[src/sv/graph_vertex_coloring_defines.svh]
// ----------------------------------------------------------------------------
// graph_vertex_coloring_defines
// Assertion macros shared by the coloring block.
// ----------------------------------------------------------------------------
`ifndef GRAPH_VERTEX_COLORING_DEFINES_SVH
`define GRAPH_VERTEX_COLORING_DEFINES_SVH

// clocked check, off while in reset
`define GVC_ASSERT(lbl, prop, msg) \
  lbl: assert property (@(posedge clk) disable iff (!rst_n) prop) else $error(msg);

// clocked check, also during reset
`define GVC_ASSERT_ALWAYS(lbl, prop, msg) \
  lbl: assert property (@(posedge clk) prop) else $error(msg);

`endif

[src/sv/gvc_pkg.sv]
// ----------------------------------------------------------------------------
// gvc_pkg
// Shared constants, types and helpers of the graph coloring block.
// ----------------------------------------------------------------------------
`timescale 1ns / 1ps
`default_nettype none
package gvc_pkg;
  localparam int N    = 32;
  localparam int IW   = $clog2(N);
  localparam int CW   = 5;
  localparam int CNTW = 6;

  localparam logic [1:0] MODE_GREEDY = 2'd0;
  localparam logic [1:0] MODE_WP     = 2'd1;
  localparam logic [1:0] MODE_DSATUR = 2'd2;

  localparam logic REG_NODE_COUNT = 1'b0;
  localparam logic REG_ORDER_MODE = 1'b1;

  localparam logic FUNC_EDGE = 1'b0;
  localparam logic FUNC_RUN  = 1'b1;

  typedef struct packed {
    logic          add_edge;
    logic          clear_run;
    logic          scan;
    logic          scan_first;
    logic          commit;
    logic          load_out;
    logic          last;
    logic [IW-1:0] idx;
  } cmd_t;

  typedef struct packed {
    logic            best_valid;
    logic            out_free;
    logic [CNTW-1:0] n_eff;
  } stat_t;

  function automatic logic [CNTW-1:0] popcount(input logic [N-1:0] v);
    logic [CNTW-1:0] s;
    s = '0;
    for (int k = 0; k < N; k++) s = s + CNTW'(v[k]);
    return s;
  endfunction

  function automatic logic [CW-1:0] lowest_free(input logic [N-1:0] set);
    logic [CW-1:0] c;
    c = CW'(N - 1);
    for (int k = N - 1; k >= 0; k--) if (!set[k]) c = CW'(k);
    return c;
  endfunction
endpackage
`default_nettype wire

[src/sv/gvc_ctrl.sv]
// ----------------------------------------------------------------------------
// gvc_ctrl
// Controller: edge loading, selection scans, coloring steps and result emit.
// ----------------------------------------------------------------------------
`timescale 1ns / 1ps
`default_nettype none
`include "graph_vertex_coloring_defines.svh"
module gvc_ctrl (
  input  wire            clk,
  input  wire            rst_n,
  input  wire            in_tvalid,
  input  wire            in_tuser,
  output logic           in_tready,
  output gvc_pkg::cmd_t  cmd,
  input  gvc_pkg::stat_t st
);
  import gvc_pkg::*;

  typedef enum logic [3:0] {
    S_IDLE   = 4'b0001,
    S_SCAN   = 4'b0010,
    S_COMMIT = 4'b0100,
    S_EMIT   = 4'b1000
  } state_t;

  state_t        state_r, state_nxt;
  logic [IW-1:0] idx_r, idx_nxt;
  logic          at_end;

  assign at_end    = (CNTW'(idx_r) + CNTW'(1)) == st.n_eff;
  assign in_tready = (state_r == S_IDLE);

  always_comb begin
    state_nxt = state_r;
    idx_nxt   = idx_r;
    cmd       = '0;
    cmd.idx   = idx_r;
    unique case (state_r)
      S_IDLE: begin
        if (in_tvalid) begin
          if (in_tuser == FUNC_EDGE) begin
            cmd.add_edge = 1'b1;
          end else begin
            cmd.clear_run = 1'b1;
            idx_nxt       = '0;
            state_nxt     = S_SCAN;
          end
        end
      end
      S_SCAN: begin
        cmd.scan       = 1'b1;
        cmd.scan_first = (idx_r == '0);
        if (at_end) state_nxt = S_COMMIT;
        else idx_nxt = idx_r + IW'(1);
      end
      S_COMMIT: begin
        idx_nxt = '0;
        if (st.best_valid) begin
          cmd.commit = 1'b1;
          state_nxt  = S_SCAN;
        end else begin
          state_nxt = S_EMIT;
        end
      end
      S_EMIT: begin
        if (st.out_free) begin
          cmd.load_out = 1'b1;
          cmd.last     = at_end;
          if (at_end) state_nxt = S_IDLE;
          else idx_nxt = idx_r + IW'(1);
        end
      end
      default: state_nxt = S_IDLE;
    endcase
  end

  always_ff @(posedge clk) begin
    if (!rst_n) begin
      state_r <= S_IDLE;
      idx_r   <= '0;
    end else begin
      state_r <= state_nxt;
      idx_r   <= idx_nxt;
    end
  end

  `GVC_ASSERT(a_commit_rescan, (state_r == S_COMMIT && st.best_valid) |=> (state_r == S_SCAN), "commit must start a new scan")
  `GVC_ASSERT(a_last_idle, (cmd.load_out && cmd.last) |=> (state_r == S_IDLE), "last result must end the run")
  `GVC_ASSERT(a_idx_range, (state_r == S_SCAN || state_r == S_EMIT) |-> (CNTW'(idx_r) < st.n_eff), "node index beyond node count")
  `GVC_ASSERT_ALWAYS(a_load_free, cmd.load_out |-> st.out_free, "result loaded over pending transfer")
endmodule
`default_nettype wire

[config.mk]
export PLATFORM = sky130hd
export DESIGN_NAME = gvc_ctrl
export DESIGN_NICKNAME = d
export VERILOG_FILES = /design/src/sv/gvc_pkg.sv /design/src/sv/gvc_ctrl.sv
export VERILOG_INCLUDE_DIRS = /design/src /design/src/sv
export SDC_FILE = /design/constraint.sdc
export NUM_CORES = 1
export LEC_CHECK = 0
export ABC_AREA = 1
export BUFFER_PORTS_ARGS = -buffer_cell sky130_fd_sc_hd__buf_4
export CAP_MARGIN = 20
export CORE_MARGIN = 2
export CORE_UTILIZATION = 49
export DETAILED_ROUTE_END_ITERATION = 10
export MAX_ROUTING_LAYER = met4
export PLACE_DENSITY = 0.77
export SYNTH_ARGS = -nofsm -noshare
export SYNTH_HDL_FRONTEND = slang
export SYNTH_SLANG_ARGS = --single-unit
[constraint.sdc]
create_clock -name clk -period 2.4 [get_ports clk]
set_clock_uncertainty 0.05 [all_clocks]
set_input_delay 0.12 -clock clk [delete_from_list [all_inputs] [get_ports clk]]
set_output_delay 0.12 -clock clk [all_outputs]
set_load 0.05 [all_outputs]
Word-level counts from Yosys, hierarchy flattened --
Cells that the tools add are included.
Operators by class: mux-type cells 21, reduce and logical (&&, ||, !) cells 4, equal/unequal tests 10, add/sub/neg operators 2
Operator list (count):
- 4-bit two-way mux | 6
- 5-bit two-way mux | 4
- 5-bit case mux with 4 select lines | 1
- 4-bit case mux with 4 select lines | 1
- 2-bit two-way mux | 5
- 2-bit != test (second input constant) | 5
- 5-bit by 1-bit adder with 6-bit output (second input constant) | 1
- 6-bit == test | 1
- 5-bit by 1-bit adder with 5-bit output (second input constant) | 1
- 5-bit zero test | 1
- 5-bit AND reduction | 1
- 4-bit by 1-bit == test with 1-bit output (second input constant) | 1
- 4-bit by 2-bit == test with 1-bit output (second input constant) | 1
- 4-bit by 3-bit == test with 1-bit output (second input constant) | 1
- 4-bit == test (second input constant) | 1
- 1-bit two-way mux | 4
- 4-bit AND reduction | 1
- 4-bit nonzero test | 1
Word-level totals: logic and storage cells 39, input bits 12, output and inout bits 13, register bits after elaboration 9

Logic depth before layout (Yosys ltp) --
word-level depth 5, depth in mapped cells 14, mapped depth without buffers 14

Least setup slack after synthesis --
Ideal clock, no wire load.
kind reg-to-output, start point register idx_r[0], end point output cmd[5] in the netlist's numbering, setup slack -537 ps, buffers on the path 0, cell stages (with the launch flop) 11, arrival 2767 ps, data required time 2230 ps, cell sequence dfxtp_1 > inv_2 > ha_1 > inv_1 > nand2_1 > nand2_1 > nor2_1 > nand3_2 > nor2_4 > nand3_4 > nor3_1
RTL lines:
- start, declared | RTL line gvc_ctrl.sv:27 | logic [IW-1:0] idx_r, idx_nxt;
- start signal, assigned | RTL line gvc_ctrl.sv:83 | idx_r <= idx_nxt;
- end, declared | RTL line gvc_ctrl.sv:14 | output gvc_pkg::cmd_t cmd,

==> results.txt <==
----------------------------------------------------
[Outcome]
  Run status ... finished, final reports clean

[Floorplan]
  Row count ... 14
  Floorplan core area ... 0.00149 mm^2
  Total die area ... 0.00189 mm^2
  Die height ... 43.5 um
  Initial Utilization ... 51.4%
  Chip width ... 43.5 um
  Number of ports placed on the die boundary ... 25

[Pwr]
  Leakage power total ... 0.500 nW
  Cell area power density ... 916 mW/mm^2
  Maximum ir drop on the vdd rail ... 0.000723 V

[Critical path]
  Critical path start-end classification ... register to output pin
  Family with the most delay on the worst path ... simple AND/OR/NAND/NOR gates
  Cell breakdown of the critical path ... inv_1 -> ha_1 -> inv_1 -> nand2_1 -> nand2_1 -> nor2_1 -> nand3_2 -> nor2_4 -> nand3_4 -> nor3_2 -> buf_4
  Crit path arrival time ... 2010 ps
  Worst endpoint required time ... 2230 ps
  CP max stage cell ... sky130_fd_sc_hd__dfxtp_1
  Count of buffer and inverter cells on the critical path ... 3
  Crit path max fanout ... 6
  Worst Setup Start Kind ... register
  Delay of the slowest critical-path stage ... 430 ps
  Crit path capture type ... output pin

[Synthesis]
  Dominant cells by area after synthesis ... sky130_fd_sc_hd__dfxtp_1 24%, sky130_fd_sc_hd__nand2_1 14%, sky130_fd_sc_hd__inv_1 11%, sky130_fd_sc_hd__nand3_1 6.5%, sky130_fd_sc_hd__a21oi_1 5.9%
  Flop and latch count out of synthesis ... 9
  YS warnings ... 0
  Post-synth top area share ... a little under a quarter
  Portion of the post-synthesis area used by sequential elements ... 23.5%
  Combined area of all synthesized cells ... 766 um^2
  Number of nets produced by synthesis ... between 100 and 150
  Count of distinct cell types in the synthesized netlist ... 20
  Synthesized instance count ... roughly 120
  Post-synthesis average cell area ... 6.18 um^2
  Top cell type by total area after synthesis ... sky130_fd_sc_hd__dfxtp_1

[GRT]
  Largest net degree at the start of global routing ... 9
  Via count of the first global-routing pass ... roughly 760
  Residual overflow from global routing ... 0
  Overall track demand over capacity in global routing ... 22.9%
  Initial antenna violation count ... 0
  First-pass GRT wire length ... between 3000 and 4000 um

[Placed design]
  Placed Area ... 971 um^2
  Total placed cells including tap cells ... approximately 160
  Buffers on Ports ... 24
  Final weighted congestion in routability-driven placement ... 0.873
  Dpl hpwl ... 1540 um

[Cells and area]
  Area growth from synthesis to layout ... 30.4%
  Non-filler cells, final ... approximately 170
  Fillers ... 157
  Layout cell share with drive strength beyond 1 ... 29.6%
  Total number of nets in the final design ... between 150 and 200
  Multi-input logic area ... 500 um^2
  Layout Cell Area excl Fill ... 998 um^2
  Sequential cell area ... 181 um^2
  Leading cell type in the layout, fill and taps excluded ... sky130_fd_sc_hd__nand2_1
  Most used cells in the layout excluding fill and tap cells ... 28 x sky130_fd_sc_hd__nand2_1, 24 x sky130_fd_sc_hd__buf_4, 22 x sky130_fd_sc_hd__inv_1, 12 x sky130_fd_sc_hd__nor2_1, 10 x sky130_fd_sc_hd__nand3_1
  Final antenna diode count ... 0

[Drt]
  Residual antenna-violating net count after detailed routing ... 0
  Number of vias after detailed routing ... between 800 and 900
  Via density per instance ... 5.18
  Final routed wirelength across all metal layers ... 1870 um
  Routed length per instance ... roughly 11 um
  Iter 0 DRT Violations ... 28
  Total DRC errors in the routed layout ... 0
  Initial DRT Pass Iterations ... 4

[STA]
  Pins Over Slew Limit ... 0
  Shortest clock period the worst path allows after layout ... 2180 ps
  Final hold violation count ... 0
  Relative slew slack ... 79.8%
  Worst hold slack ... 23.1 ps
  Setup repair after global routing missed its margin ... no
  Final setup fails ... 0
  Part of the cycle the worst path needs ... between 90% and 100%
  Slew @ Worst Pin ... 301 ps
  Max Fclk ... 458 MHz

[Worst hold path]
  Class of the tightest hold or removal check ... input port to register

[CTS]
  # clock sinks ... 9
  H-tree depth reported by CTS ... 1
  Total setup buffers inserted after CTS ... 0
  Master cell of the clock root buffer ... sky130_fd_sc_hd__clkbuf_4
  Clock Pin Slew Worst Setup and Hold Paths ... around 70 ps
  Hold Buf Count CTS ... 0
  TritonCTS clock tree ... done
  Number of buffers added by the clock tree synthesis step ... 3
  Resize count post-CTS ... 0
  Worst-skew pair later-pin latency ... 260 ps
  Clock buffer depth ... 2

[Job]
  Max-cap viol count ... 0

----------------------------------------------------
layer usage:
| metal | part of all wire, % | up-vias | track usage (%) |
|---|---|---|---|
| met1 | 48 | 390 | 30.3 |
| li1 | - | 461 | - |
| met3 | 4.1 | 0 | 5.00 |
| met2 | 48 | 20 | 35.8 |
| met4 | 0 | 0 | 5.45 |
| met5 | 0 | - | - |
state kept, by name, summed over array words and instances, names as in the netlist:
signal / flops
state_r: 4
idx_r: 5
stage by stage:
| stage | setup TNS, ps | utilization, % | total power [W] | setup WS, ps |
|---|---|---|---|---|
| detailed placement | 0 | 65.2 | 0.000793 | 443 |
| global placement | 0 | 65.2 | 0.000786 | 483 |
| global route | 0 | 67.1 | 0.000983 | 6.47 |
| CTS | 0 | 67.0 | 0.000913 | 152 |
| floorplan | -561 | - | 0.000653 | -228 |
| finish | 0 | 67.1 | 0.000915 | 217 |
worst register-to-register path, cell delays in order (launching register included):
cell	delay, ps
sky130_fd_sc_hd__dfxtp_1	430
sky130_fd_sc_hd__inv_1	70
sky130_fd_sc_hd__ha_1	310
sky130_fd_sc_hd__inv_1	40
sky130_fd_sc_hd__nand2_1	50
sky130_fd_sc_hd__nand2_1	40
sky130_fd_sc_hd__nor2_1	130
sky130_fd_sc_hd__nand3_2	90
sky130_fd_sc_hd__nor2_4	120
sky130_fd_sc_hd__nand4_2	130
sky130_fd_sc_hd__nand2_2	150
sky130_fd_sc_hd__nand2_1	60
sky130_fd_sc_hd__a21oi_1	130
worst paths after layout:
path,start,endpoint,cells after the start,slack (ps)
hold / removal,rst_n,state_r[0],2,20
setup / recovery,idx_r[1],cmd[5],11,220
setup reg to reg,idx_r[1],idx_r[3],12,510
hold reg to reg,idx_r[4],idx_r[4],2,480
layout make-up:
cell class	count	area share, %
clock buffer	4	2.63
inverter	24	9.02
multi-input combinational	91	50.1
sequential	9	18.2
tap	16	2.01
timing repair buffer	24	18.0
cell usage after synthesis (all sizes together):
library cell / count
nand3b: 1
dfxtp: 9
nand4: 8
nand2: 35
nand3: 12
a21oi: 9
ha: 2
inv: 24
nor3: 4
nor2: 16
o21ai: 4
kinds of logic (layout without fill, tap and decap cells):
group | count (synthesis) | in the layout | synth area share, %
and+or+nand+nor | 76 | 76 | 52.9
buffers and inverters | 24 | 52 | 11.8
AOI/OAI and AO/OA | 13 | 13 | 8.50
DFF | 9 | 9 | 23.5
adders and majority gates | 2 | 2 | 3.27
where the power goes:
part | internal, W | total, W | switching, W
Sequential | 0.000178 | 0.000198 | 0.0000195
Clock | 0.0000641 | 0.000120 | 0.0000554
Combinational | 0.000177 | 0.000598 | 0.000420
No activity file was read; power rests on OpenSTA's default activity.
